## config.mk

```make
export PLATFORM = sky130hd
export DESIGN_NAME = signed_int_to_decimal_ascii
export DESIGN_NICKNAME = d
export VERILOG_FILES = /design/src/hw/rtl/sidta_pkg.sv /design/src/hw/rtl/signed_int_to_decimal_ascii.sv
export SDC_FILE = /design/constraint.sdc
export NUM_CORES = 1
export LEC_CHECK = 0
export ABC_AREA = 1
export BUFFER_PORTS_ARGS = -buffer_cell sky130_fd_sc_hd__buf_2
export CAP_MARGIN = 5
export CELL_PAD_IN_SITES_DETAIL_PLACEMENT = 1
export CELL_PAD_IN_SITES_GLOBAL_PLACEMENT = 1
export CORE_AREA = 2 2 120 75
export DETAILED_ROUTE_END_ITERATION = 6
export DIE_AREA = 0 0 122 77
export HOLD_SLACK_MARGIN = 0.06
export PLACE_DENSITY_LB_ADDON = 0.1
export SLEW_MARGIN = 20
export SYNTH_ARGS = -nofsm -noshare
export SYNTH_HDL_FRONTEND = slang
export SYNTH_SLANG_ARGS = --single-unit
export TNS_END_PERCENT = 10
```

## constraint.sdc

```tcl
create_clock -name clk_i -period 3.11 [get_ports clk_i]
set_input_delay 0.1555 -clock clk_i [delete_from_list [all_inputs] [get_ports clk_i]]
set_output_delay 0.1555 -clock clk_i [all_outputs]
set_load 0.02 [all_outputs]
```

## src/hw/rtl/sidta_pkg.sv

```systemverilog
// ----------------------------------------------------------------------------
// sidta_pkg
// Shared types and constants for the signed integer to decimal text block.
// ----------------------------------------------------------------------------
package sidta_pkg;

  // Input word and output character sizes
  localparam int unsigned NumW     = 16;
  localparam int unsigned CharW    = 6;
  localparam int unsigned FieldLen = 6;
  localparam int unsigned Digits   = 5;
  localparam int unsigned BcdW     = 4 * Digits;
  localparam int unsigned CntW     = $clog2(NumW);
  localparam int unsigned OutW     = ((CharW * FieldLen + 7) / 8) * 8;

  // Character codes, low six bits of ASCII
  localparam logic [CharW-1:0] CharSpace = 6'd32;
  localparam logic [CharW-1:0] CharMinus = 6'd45;
  localparam logic [CharW-1:0] CharZero  = 6'd48;

  // Sequencer states
  typedef enum logic [2:0] {
    StIdle = 3'b001,
    StConv = 3'b010,
    StFmt  = 3'b100
  } state_e;

endpackage

```

## src/hw/rtl/signed_int_to_decimal_ascii.sv

```systemverilog
// ----------------------------------------------------------------------------
// signed_int_to_decimal_ascii
// Formats a signed 16-bit integer as six right-justified ASCII characters.
// ----------------------------------------------------------------------------
// Each input beat passes from acceptance into the output register through
// a shift-add-3 binary to BCD converter (one magnitude bit per cycle
// through a single shared digit adjust and shift unit) and then a step
// that blanks leading zeros and places the minus sign. The input is not
// ready while a conversion runs; it is ready again the cycle after the
// load, so a new beat is taken only once the last one is loaded.
// A finished result waits in the output register while the next beat is
// taken; if it has still not left when the next conversion ends,
// formatting holds until the output register frees up. Characters are the
// low six bits of their ASCII codes (space 32, minus 45, digits 48..57);
// -32768 prints in full with the sign leftmost.
module signed_int_to_decimal_ascii (
  input  logic                     clk_i,
  input  logic                     rst_ni,
  input  logic                     s_axis_tvalid_i,
  output logic                     s_axis_tready_o,
  input  logic [sidta_pkg::NumW-1:0] s_axis_tdata_i,  // [15:0] number
  output logic                     m_axis_tvalid_o,
  input  logic                     m_axis_tready_i,
  // [5:0] char_0, [11:6] char_1, [17:12] char_2, [23:18] char_3,
  // [29:24] char_4, [35:30] char_5, upper bits zero
  output logic [sidta_pkg::OutW-1:0] m_axis_tdata_o
);
  import sidta_pkg::*;

  state_e                state_q, state_d;
  logic [CntW-1:0]       cnt_q, cnt_d;
  logic [NumW-1:0]       mag_q, mag_d;
  logic [BcdW-1:0]       bcd_q, bcd_d;
  logic                  neg_q, neg_d;
  logic                  out_valid_q, out_valid_d;
  logic [OutW-1:0]       out_data_q, out_data_d;

  logic                  in_beat;
  logic                  out_free;
  logic [BcdW-1:0]       bcd_adj;
  logic [BcdW+NumW-1:0]  shifted;
  logic [FieldLen-1:0]   show;
  logic [CharW-1:0]      chars [FieldLen];
  logic [OutW-1:0]       fmt_data;

  assign s_axis_tready_o = (state_q == StIdle);
  assign in_beat         = s_axis_tvalid_i & s_axis_tready_o;
  assign out_free        = ~out_valid_q | m_axis_tready_i;
  assign m_axis_tvalid_o = out_valid_q;
  assign m_axis_tdata_o  = out_data_q;

  // Add 3 to every digit of five or more, then shift one bit in
  always_comb begin
    for (int i = 0; i < Digits; i++) begin
      if (bcd_q[4*i +: 4] >= 4'd5) begin
        bcd_adj[4*i +: 4] = bcd_q[4*i +: 4] + 4'd3;
      end else begin
        bcd_adj[4*i +: 4] = bcd_q[4*i +: 4];
      end
    end
    shifted = {bcd_adj, mag_q} << 1;
  end

  // Blank leading zeros and place the sign next to the first digit
  always_comb begin
    logic seen;
    logic [3:0] dig;
    logic [BcdW+3:0] bcd_ext;
    // Pad a zero digit on top so the leftmost slot indexes in range
    bcd_ext = {4'd0, bcd_q};
    seen    = 1'b0;
    show[0] = 1'b0;
    for (int j = 1; j < FieldLen; j++) begin
      dig     = bcd_ext[4*(FieldLen-1-j) +: 4];
      seen    = seen | (dig != 4'd0);
      show[j] = seen | (j == FieldLen - 1);
    end
    for (int j = 0; j < FieldLen; j++) begin
      if (show[j]) begin
        chars[j] = CharZero + {2'b00, bcd_ext[4*(FieldLen-1-j) +: 4]};
      end else if (neg_q && (j < FieldLen - 1) && show[(j+1) % FieldLen]) begin
        chars[j] = CharMinus;
      end else begin
        chars[j] = CharSpace;
      end
    end
    fmt_data = '0;
    for (int j = 0; j < FieldLen; j++) begin
      fmt_data[CharW*j +: CharW] = chars[j];
    end
  end

  // Sequencer: load, convert bit by bit, format into the output register
  always_comb begin
    state_d     = state_q;
    cnt_d       = cnt_q;
    mag_d       = mag_q;
    bcd_d       = bcd_q;
    neg_d       = neg_q;
    out_valid_d = out_valid_q & ~m_axis_tready_i;
    out_data_d  = out_data_q;
    unique case (state_q)
      StIdle: begin
        if (in_beat) begin
          neg_d   = s_axis_tdata_i[NumW-1];
          mag_d   = s_axis_tdata_i[NumW-1] ? (~s_axis_tdata_i + 1'b1) : s_axis_tdata_i;
          bcd_d   = '0;
          cnt_d   = '0;
          state_d = StConv;
        end
      end
      StConv: begin
        bcd_d = shifted[NumW +: BcdW];
        mag_d = shifted[NumW-1:0];
        cnt_d = cnt_q + 1'b1;
        if (cnt_q == CntW'(NumW - 1)) begin
          state_d = StFmt;
        end
      end
      StFmt: begin
        if (out_free) begin
          out_valid_d = 1'b1;
          out_data_d  = fmt_data;
          state_d     = StIdle;
        end
      end
      default: begin
        state_d = StIdle;
      end
    endcase
  end

  // Hold control state under reset
  always_ff @(posedge clk_i or negedge rst_ni) begin
    if (!rst_ni) begin
      state_q     <= StIdle;
      cnt_q       <= '0;
      out_valid_q <= 1'b0;
    end else begin
      state_q     <= state_d;
      cnt_q       <= cnt_d;
      out_valid_q <= out_valid_d;
    end
  end

  // Advance the datapath registers
  always_ff @(posedge clk_i) begin
    mag_q      <= mag_d;
    bcd_q      <= bcd_d;
    neg_q      <= neg_d;
    out_data_q <= out_data_d;
  end

endmodule
```

==> metrics, run 1 <==
outcome=finished, final reports clean; Initial DRT Pass Iterations=4; worst-path fanout max=35; ranking of synthesized cells by area=edfxtp_1 50%, nand2_1 8.6%, ha_1 5.4%, inv_1 4.9%, dfrtp_1 4.7%; Worst Reg-to-Reg Cells=5; Placed Instances=541; Max-cap violations=0; Port Buffers=48; clock latency on the worst-skew pair=330 ps; post-synthesis xor/xnor area fraction=less than 1%; Worst Setup EP=bcd_q[4]$_SDFFCE_PN0P_; DRC=0; crit path buf inv count=2; max-slew violation count=0; FP Rows=26; final setup violating endpoints=0; Root Driver=clkbuf_16; drt wl/cell=14.6 um; vias in the first global route=about 2,800; Chip Height=77 um; Synth top area share=roughly 50%; ANT cells=0; starting DRC count in detailed routing=162; total CTS buffers=9; Initial Util=roughly 45%; mux share of post-synthesis cell area=0%; largest net degree at the start of global routing=about 40; Vias/cell=4.97; WL final=8.18 mm; Detail Route Antenna Nets=0; crit path time final=around 2200 ps; Worst Setup Start Kind=flop; Leak=1.99 nW; grt ovf=0; Hold Path Class=input pin to flop; dominant cell type by area after synthesis=edfxtp_1; clock sink count=70; top post-synthesis cells by count=85 x nand2_1, 62 x edfxtp_1, 49 x inv_1; Synth Flop Type=edfxtp_1; layout cells sized above 1=around 17%; Stages on worst setup path=5; worst reg2reg path startpoint=state_q[0]$_DFFE_PN1P_; Netlist Area Pre-Place=between 3000 and 4000 um2; worst-margin pin slew=611 ps; GRT Total Usage=18.9%; Die Wd=122 um; Worst EP required=3080 ps; fin crit share=70.9%; Cell Chain, Critical Path=inv_1 > nor3_1 > nand2_1 > nand2_1 > buf_4; syn avg cell area=around 9.5 um2; TritonCTS clock tree=yes; Clk pin slew, worst setup/hold paths=60 ps; H-tree depth=3; Post-Route Skew=6.11 ps; initial antenna violation count=0; Simple-Gate Fraction of Synth Area=between 10% and 20%; cell count after synthesis=390; CP Capture Type=flop; worst stage delay on the critical path=between 500 and 600 ps; top-count cell post-synth=nand2_1; worst setup margin=904 ps; clock tree buffer depth=2; reg2reg setup slack=900 ps; ys async rst share=11.4%; total number of vias=between 2,000 and 3,000; final non-filler cell total=559; Nets=478; FF+latch count, synth=70; Post-Place Setup Slack=a little over 900 ps; number of synthesized flops with an enable pin=62; Top delay family on crit path=simple AND/OR/NAND/NOR gates; Core Area=a little over 8000 um2; post-DP HPWL=between 5 and 6 mm; Syn. warnings=0; Synth Area in Compound Gates=9.19%; Slew HR=59.2%; Distinct cells, synth=32; Setup CP Type=flop to flop; io pins=62; Worst Path Arrival=~2200 ps; most numerous cell on the critical path=nand2_1; Post-CTS Setup Inserts=0; slowest library cell on the worst path=dfstp_2; max frequency=roughly 450 MHz; r2r endpoint=bcd_q[4]$_SDFFCE_PN0P_; final hold violation count=0; Die Footprint=9390 um2; Peak VDD IR=about 0.00071 V; gpl congestion=0.794; Adder-Cell Fraction of Synth Area=under 10%; RSZ-0062 raised after global routing=false; global-route wire length before repair=13.8 mm; main combinational cell family by area after synthesis=simple AND/OR/NAND/NOR gates; setup tns final=0 ps; total power per unit cell area=roughly 900 nW/um2; sequential area share after synthesis=between 50% and 60%; P&R area growth vs syn=18.4%; Worst Setup SP=state_q[0]$_DFFE_PN1P_
==> per-stage QoR <==
stage / hold WS [ps] / power [mW] / area, um2 / util, %
5_1_grt: 138 / 4.21 / 4400 / 53.1
4_1_cts: 100 / 4.00 / 4400 / 53.1
3_3_place_gp: 16.0 / 2.58 / 4000 / 48.2
2_1_floorplan: -140 / 2.34 / 3760 / -
6_report: 109 / 3.95 / 4400 / 53.1
3_5_place_dp: 17.2 / 2.65 / 4000 / 48.2
==> registers in the layout (all words and copies together) (netlist names) <==
register and cells:
m_axis_tdata_o 25, bcd_q 20, mag_q 16, cnt_q 4, state_q 3, m_axis_tvalid_o 1
neg_q 1
==> metal layers <==
| metal | GRT usage, % | vias to the layer above | part of all wire [%] | wire (um) |
|---|---|---|---|---|
| met5 | 0 | - | 0 | 0 |
| met4 | 3.79 | 0 | 0.086 | 7 |
| met3 | 5.80 | 2 | 4.3 | 349 |
| met2 | 30.1 | 51 | 48 | 3940 |
| met1 | 25.5 | 1341 | 47 | 3880 |
| li1 | - | 1385 | - | - |
==> logic make-up (layout without fill, tap and decap cells) <==
group | count (synthesis) | count (layout)
compound gates | 62 | 62
xor+xnor | 4 | 4
fa+ha+maj | 16 | 16
buf+inv | 73 | 119
flops | 70 | 70
other cells | 2 | 13
simple gates | 163 | 163
==> power breakdown <==
group | total [mW] | internal [mW] | switching [mW]
Sequential | 1.59 | 1.42 | 0.168
Combinational | 1.04 | 0.297 | 0.746
Clock | 1.32 | 0.942 | 0.379
==> how the worst min path moves through the flow <==
stage | from | cells past startpoint | endpoint | slack [ps]
finish | s_axis_tdata_i[0] | 3 | mag_q[0]$_SDFFCE_PP0P_ | 110
floorplan | rst_ni | 0 | cnt_q[0]$_DFFE_PN0P_ | -140
global placement | rst_ni | 1 | state_q[2]$_DFFE_PN0P_ | 20
global route | s_axis_tdata_i[0] | 3 | mag_q[0]$_SDFFCE_PP0P_ | 140
detailed placement | rst_ni | 1 | state_q[1]$_DFFE_PN0P_ | 20
CTS | s_axis_tdata_i[0] | 3 | mag_q[0]$_SDFFCE_PP0P_ | 100
==> repair_timing <==
item                                    in CTS  in global routing
hold endpoints to repair                     9                  0
endpoints found under the setup margin       0                  0
resized for setup                            0                  0
hold buffers                                 2                  0
==> worst min-delay path: cells and delay by family <==
family | cells | cell delay [ps]
buffers and inverters | 2 | 130
AND/OR/NAND/NOR | 1 | 50
==> cell usage in the layout, fill, tap and decap left out, types with 5 or more instances in the layout <==
cell / Yosys / routed
edfxtp_1: 62 / 62
bufinv_16: 0 / 5
a21oi_1: 17 / 17
buf_2: 4 / 48
inv_1: 49 / 49
nand2_1: 85 / 85
clkbuf_16: 0 / 9
conb_1: 2 / 13
o21ai_0: 35 / 35
dfrtp_1: 7 / 7
nand3_1: 23 / 23
ha_1: 16 / 16
nor2_1: 35 / 34
==> layout make-up <==
class | count | area, um2
fillers | 966 | 3890
inverters | 51 | 191
well taps | 112 | 140
clock inverters | 7 | 160
repair buffers | 52 | 275
multi-input cells | 258 | 1350
clock buffers | 9 | 225
flip-flops and latches | 70 | 2060
Note: power is estimated with default switching activity, not from simulation.
==> run 2, diff against run 1 <==
--- a/config.mk
+++ b/config.mk
@@ -5,14 +5,14 @@
 export SDC_FILE = /design/constraint.sdc
 export NUM_CORES = 1
 export LEC_CHECK = 0
-export ABC_AREA = 1
+export ABC_AREA = 0
 export BUFFER_PORTS_ARGS = -buffer_cell sky130_fd_sc_hd__buf_2
 export CAP_MARGIN = 5
 export CELL_PAD_IN_SITES_DETAIL_PLACEMENT = 1
 export CELL_PAD_IN_SITES_GLOBAL_PLACEMENT = 1
-export CORE_AREA = 2 2 120 75
+export CORE_AREA = 2 2 128 80
 export DETAILED_ROUTE_END_ITERATION = 6
-export DIE_AREA = 0 0 122 77
+export DIE_AREA = 0 0 130 82
 export HOLD_SLACK_MARGIN = 0.06
 export PLACE_DENSITY_LB_ADDON = 0.1
 export SLEW_MARGIN = 20
==> constraint.sdc (replaced) <==
create_clock -name clk_i -period 1.79 [get_ports clk_i]
set_input_delay 0.0895 -clock clk_i [delete_from_list [all_inputs] [get_ports clk_i]]
set_output_delay 0.0895 -clock clk_i [all_outputs]
set_load 0.02 [all_outputs]
==> run 2 against run 1 <==
The flow now finishes with violations (setup timing). Sequential power increased by 69%. Maximum frequency up 21%. Cell count shrank 2.5%. Global-route usage down 1.9 points. Largest cell class unchanged. Highest routed layer unchanged.
==> metrics, run 2 <==
TritonCTS clock tree=yes; worst-path fanout max=5 (-86%); Chip Height=82 um (+6.5%); Max-cap violations=0 (unchanged); Port Buffers=48 (unchanged); setup tns final=-82.7 ps (-82.7 ps); fin crit share=102% (+31 points); Vias/cell=4.82 (-3.0%); Setup CP Type=flop to flop; max FFs per register=25 (unchanged); Synth top area share=50.4% (+0.36 points); Worst Setup SP=bcd_q[12]$_SDFFCE_PN0P_; Root Driver=clkbuf_16; Total Power=6.56 mW (+66%); RSZ-0062 raised after global routing=true; Worst Path Arrival=2030 ps (-140 ps); Hold Path Class=input pin to flop; Cell Chain, Critical Path=inv_1 > ha_1 > or3b_4 > nor3_2 > buf_4 > inv_2 > nor3b_4 > or2_1; clock latency on the worst-skew pair=330 ps (about the same); Distinct cells, synth=48 (+50%); Syn. warnings=0 (unchanged); number of synthesized flops with an enable pin=62 (unchanged); max-slew violation count=0 (unchanged); Peak VDD IR=0.000646 V (-9.2%); initial antenna violation count=0 (unchanged); slowest library cell on the worst path=edfxtp_1; fin area=4620 um2 (+4.9%); grt ovf=0 (unchanged); Initial Util=38.6% (-6.2 points); reg2reg setup slack=-40 ps (-940 ps); total number of vias=2,628 (-5.4%); outcome=finished, violations left; FF+latch count, synth=70 (unchanged); cell count after synthesis=326 (-16%); Post-Place Setup Slack=-79.7 ps (-1000 ps); final hold violation count=0 (unchanged); vias in the first global route=2,607 (-8.4%); GRT Total Usage=16.9% (-1.9 points); max frequency=547 MHz (+21%); layout cells sized above 1=30.7% (+13 points); commonest non-fill, non-tap cell in the layout=edfxtp_1; crit path time final=1830 ps (-377 ps); WL final=8.37 mm (+2.4%); global-route wire length before repair=13.5 mm (-2.2%); Core Area=9560 um2 (+15%); Worst EP required=1990 ps (-1090 ps); fillers=1,084 (+12%); total CTS buffers=9 (unchanged); ranking of synthesized cells by area=edfxtp_1 50%, ha_1 5.4%, dfrtp_1 4.7%, xor2_1 3.6%, buf_4 3.3%; drt wl/cell=15.4 um (+5.0%); Synth Flop Type=edfxtp_1; Post-Route Skew=2.93 ps (-3.17 ps); final setup violating endpoints=3 (+3); clock tree buffer depth=2 (unchanged); total power per unit cell area=1420 nW/um2 (+58%); CP Capture Type=flop; H-tree depth=3 (unchanged); ys async rst share=11.4% (unchanged); Nets=441 (-7.7%); Clk pin slew, worst setup/hold paths=50 ps (about the same); dominant cell type by area after synthesis=edfxtp_1; syn avg cell area=11.3 um2 (+19%); worst reg2reg path startpoint=bcd_q[12]$_SDFFCE_PN0P_; DRC=0 (unchanged); Worst Setup Start Kind=flop; post-place instance area=4280 um2 (+6.9%); final non-filler cell total=545 (-2.5%); largest net degree at the start of global routing=32 (-22%); worst setup margin=-39.1 ps (-943 ps); Placed Instances=525 (-3.0%); Netlist Area Pre-Place=3690 um2 (-0.71%); failing checks=setup timing; clock sink count=70 (unchanged); FP Rows=28 (+7.7%); Hold Path Origin=s_axis_tvalid_i; Detail Route Antenna Nets=0 (unchanged); Leak=1.84 nW (-7.3%); P&R area growth vs syn=25.2%; most frequent cells in the layout=62 x edfxtp_1, 48 x buf_2, 30 x buf_4, 29 x nand2_1, 23 x nor2_1; worst stage delay on the critical path=380 ps (-130 ps); Die Wd=130 um (+6.6%); ANT cells=0 (unchanged); top post-synthesis cells by count=62 x edfxtp_1, 29 x nand2_1, 24 x nor2_1; io pins=62 (unchanged); post-DP HPWL=5.82 mm (-1.9%); sequential area share after synthesis=55.9% (+0.39 points); gpl congestion=0.757 (-4.7%); starting DRC count in detailed routing=148 (-8.6%); Initial DRT Pass Iterations=4 (unchanged); Die Footprint=10,700 um2 (+13%); top-count cell post-synth=edfxtp_1
-- run 2: changes by cell type after synthesis, moves of 5 or more --
cell	delta
a211oi_1	+5
o21ai_0	-15
nand3_1	-19
xor2_1	+13
nand2_1	-56
inv_1	-33
nand2b_1	+9
clkbuf_1	+7
nor2_1	-11
o21ai_1	+8
nor2b_1	+6
-- run 2: worst paths after layout --
path,endpoint,cells after the start
worst max-delay path,m_axis_tdata_o[20]$_DFFE_PP_,8
worst min-delay path,state_q[0]$_DFFE_PN1P_,4
worst max register to register,m_axis_tdata_o[20]$_DFFE_PP_,8
worst min register to register,cnt_q[3]$_DFFE_PN0P_,1
max in group asynchronous,state_q[0]$_DFFE_PN1P_,2
min in group asynchronous,m_axis_tvalid_o$_DFF_PN0_,2
-- run 2: final cells by class --
cell class                 instances  area (um2)  share of cell area, %
inverter                          18        67.6                   1.46
sequential                        70        2060                   44.6
multi-input combinational        222        1500                   32.4
timing repair buffer              84         566                   12.2
tap                              135         169                   3.65
clock inverter                     6        28.8                  0.623
clock buffer                      10         229                   4.95
-- run 2: metal layers --
| layer | global-route usage [%] | vias to the layer above | wire (um) |
|---|---|---|---|
| met5 | 0 | - | 0 |
| met4 | 5.16 | 0 | 118 |
| met3 | 5.02 | 9 | 326 |
| met2 | 26.0 | 49 | 3700 |
| met1 | 23.2 | 1287 | 4230 |
| li1 | - | 1283 | - |
-- run 2: critical path, delay by kind of cell (launching register included) --
family / cells / cell delay, ps
flops: 1 / 380
buf+inv: 3 / 320
fa+ha+maj: 1 / 140
simple gates: 4 / 870
-- run 2: logic make-up (layout without fill, tap and decap cells) --
family                     Yosys count  in the layout  share of synthesized area [%]
DFF                                 70             70                           55.9
buffers and inverters               45            118                           6.30
muxes                                1              1                          0.271
other                                2             13                          0.203
xor gates and xnor gates            21             21                           4.98
adders and majority gates           16             16                           5.42
and+or+nand+nor                    108            108                           15.8
AOI/OAI and AO/OA                   63             63                           11.1
-- run 2: power breakdown --
group	internal (mW)	switching, mW
clock	0.918	0.661
combinational	1.00	1.30
sequential	2.41	0.274
-- run 2: metrics by stage --
| step | utilization [%] | hold slack (ps) |
|---|---|---|
| floorplan | - | -206 |
| global placement | 44.7 | -52.0 |
| detailed placement | 44.7 | -52.2 |
| CTS | 47.9 | 70.2 |
| global route | 48.3 | 113 |
| finish | 48.3 | 82.6 |
-- run 2: what timing repair did --
action,in CTS,in global routing
hold endpoints to repair,9,0
gates resized for setup,3,12
pin swaps,1,1
setup buffers,2,0
hold buffers,2,0
endpoints found under the setup margin,7,19
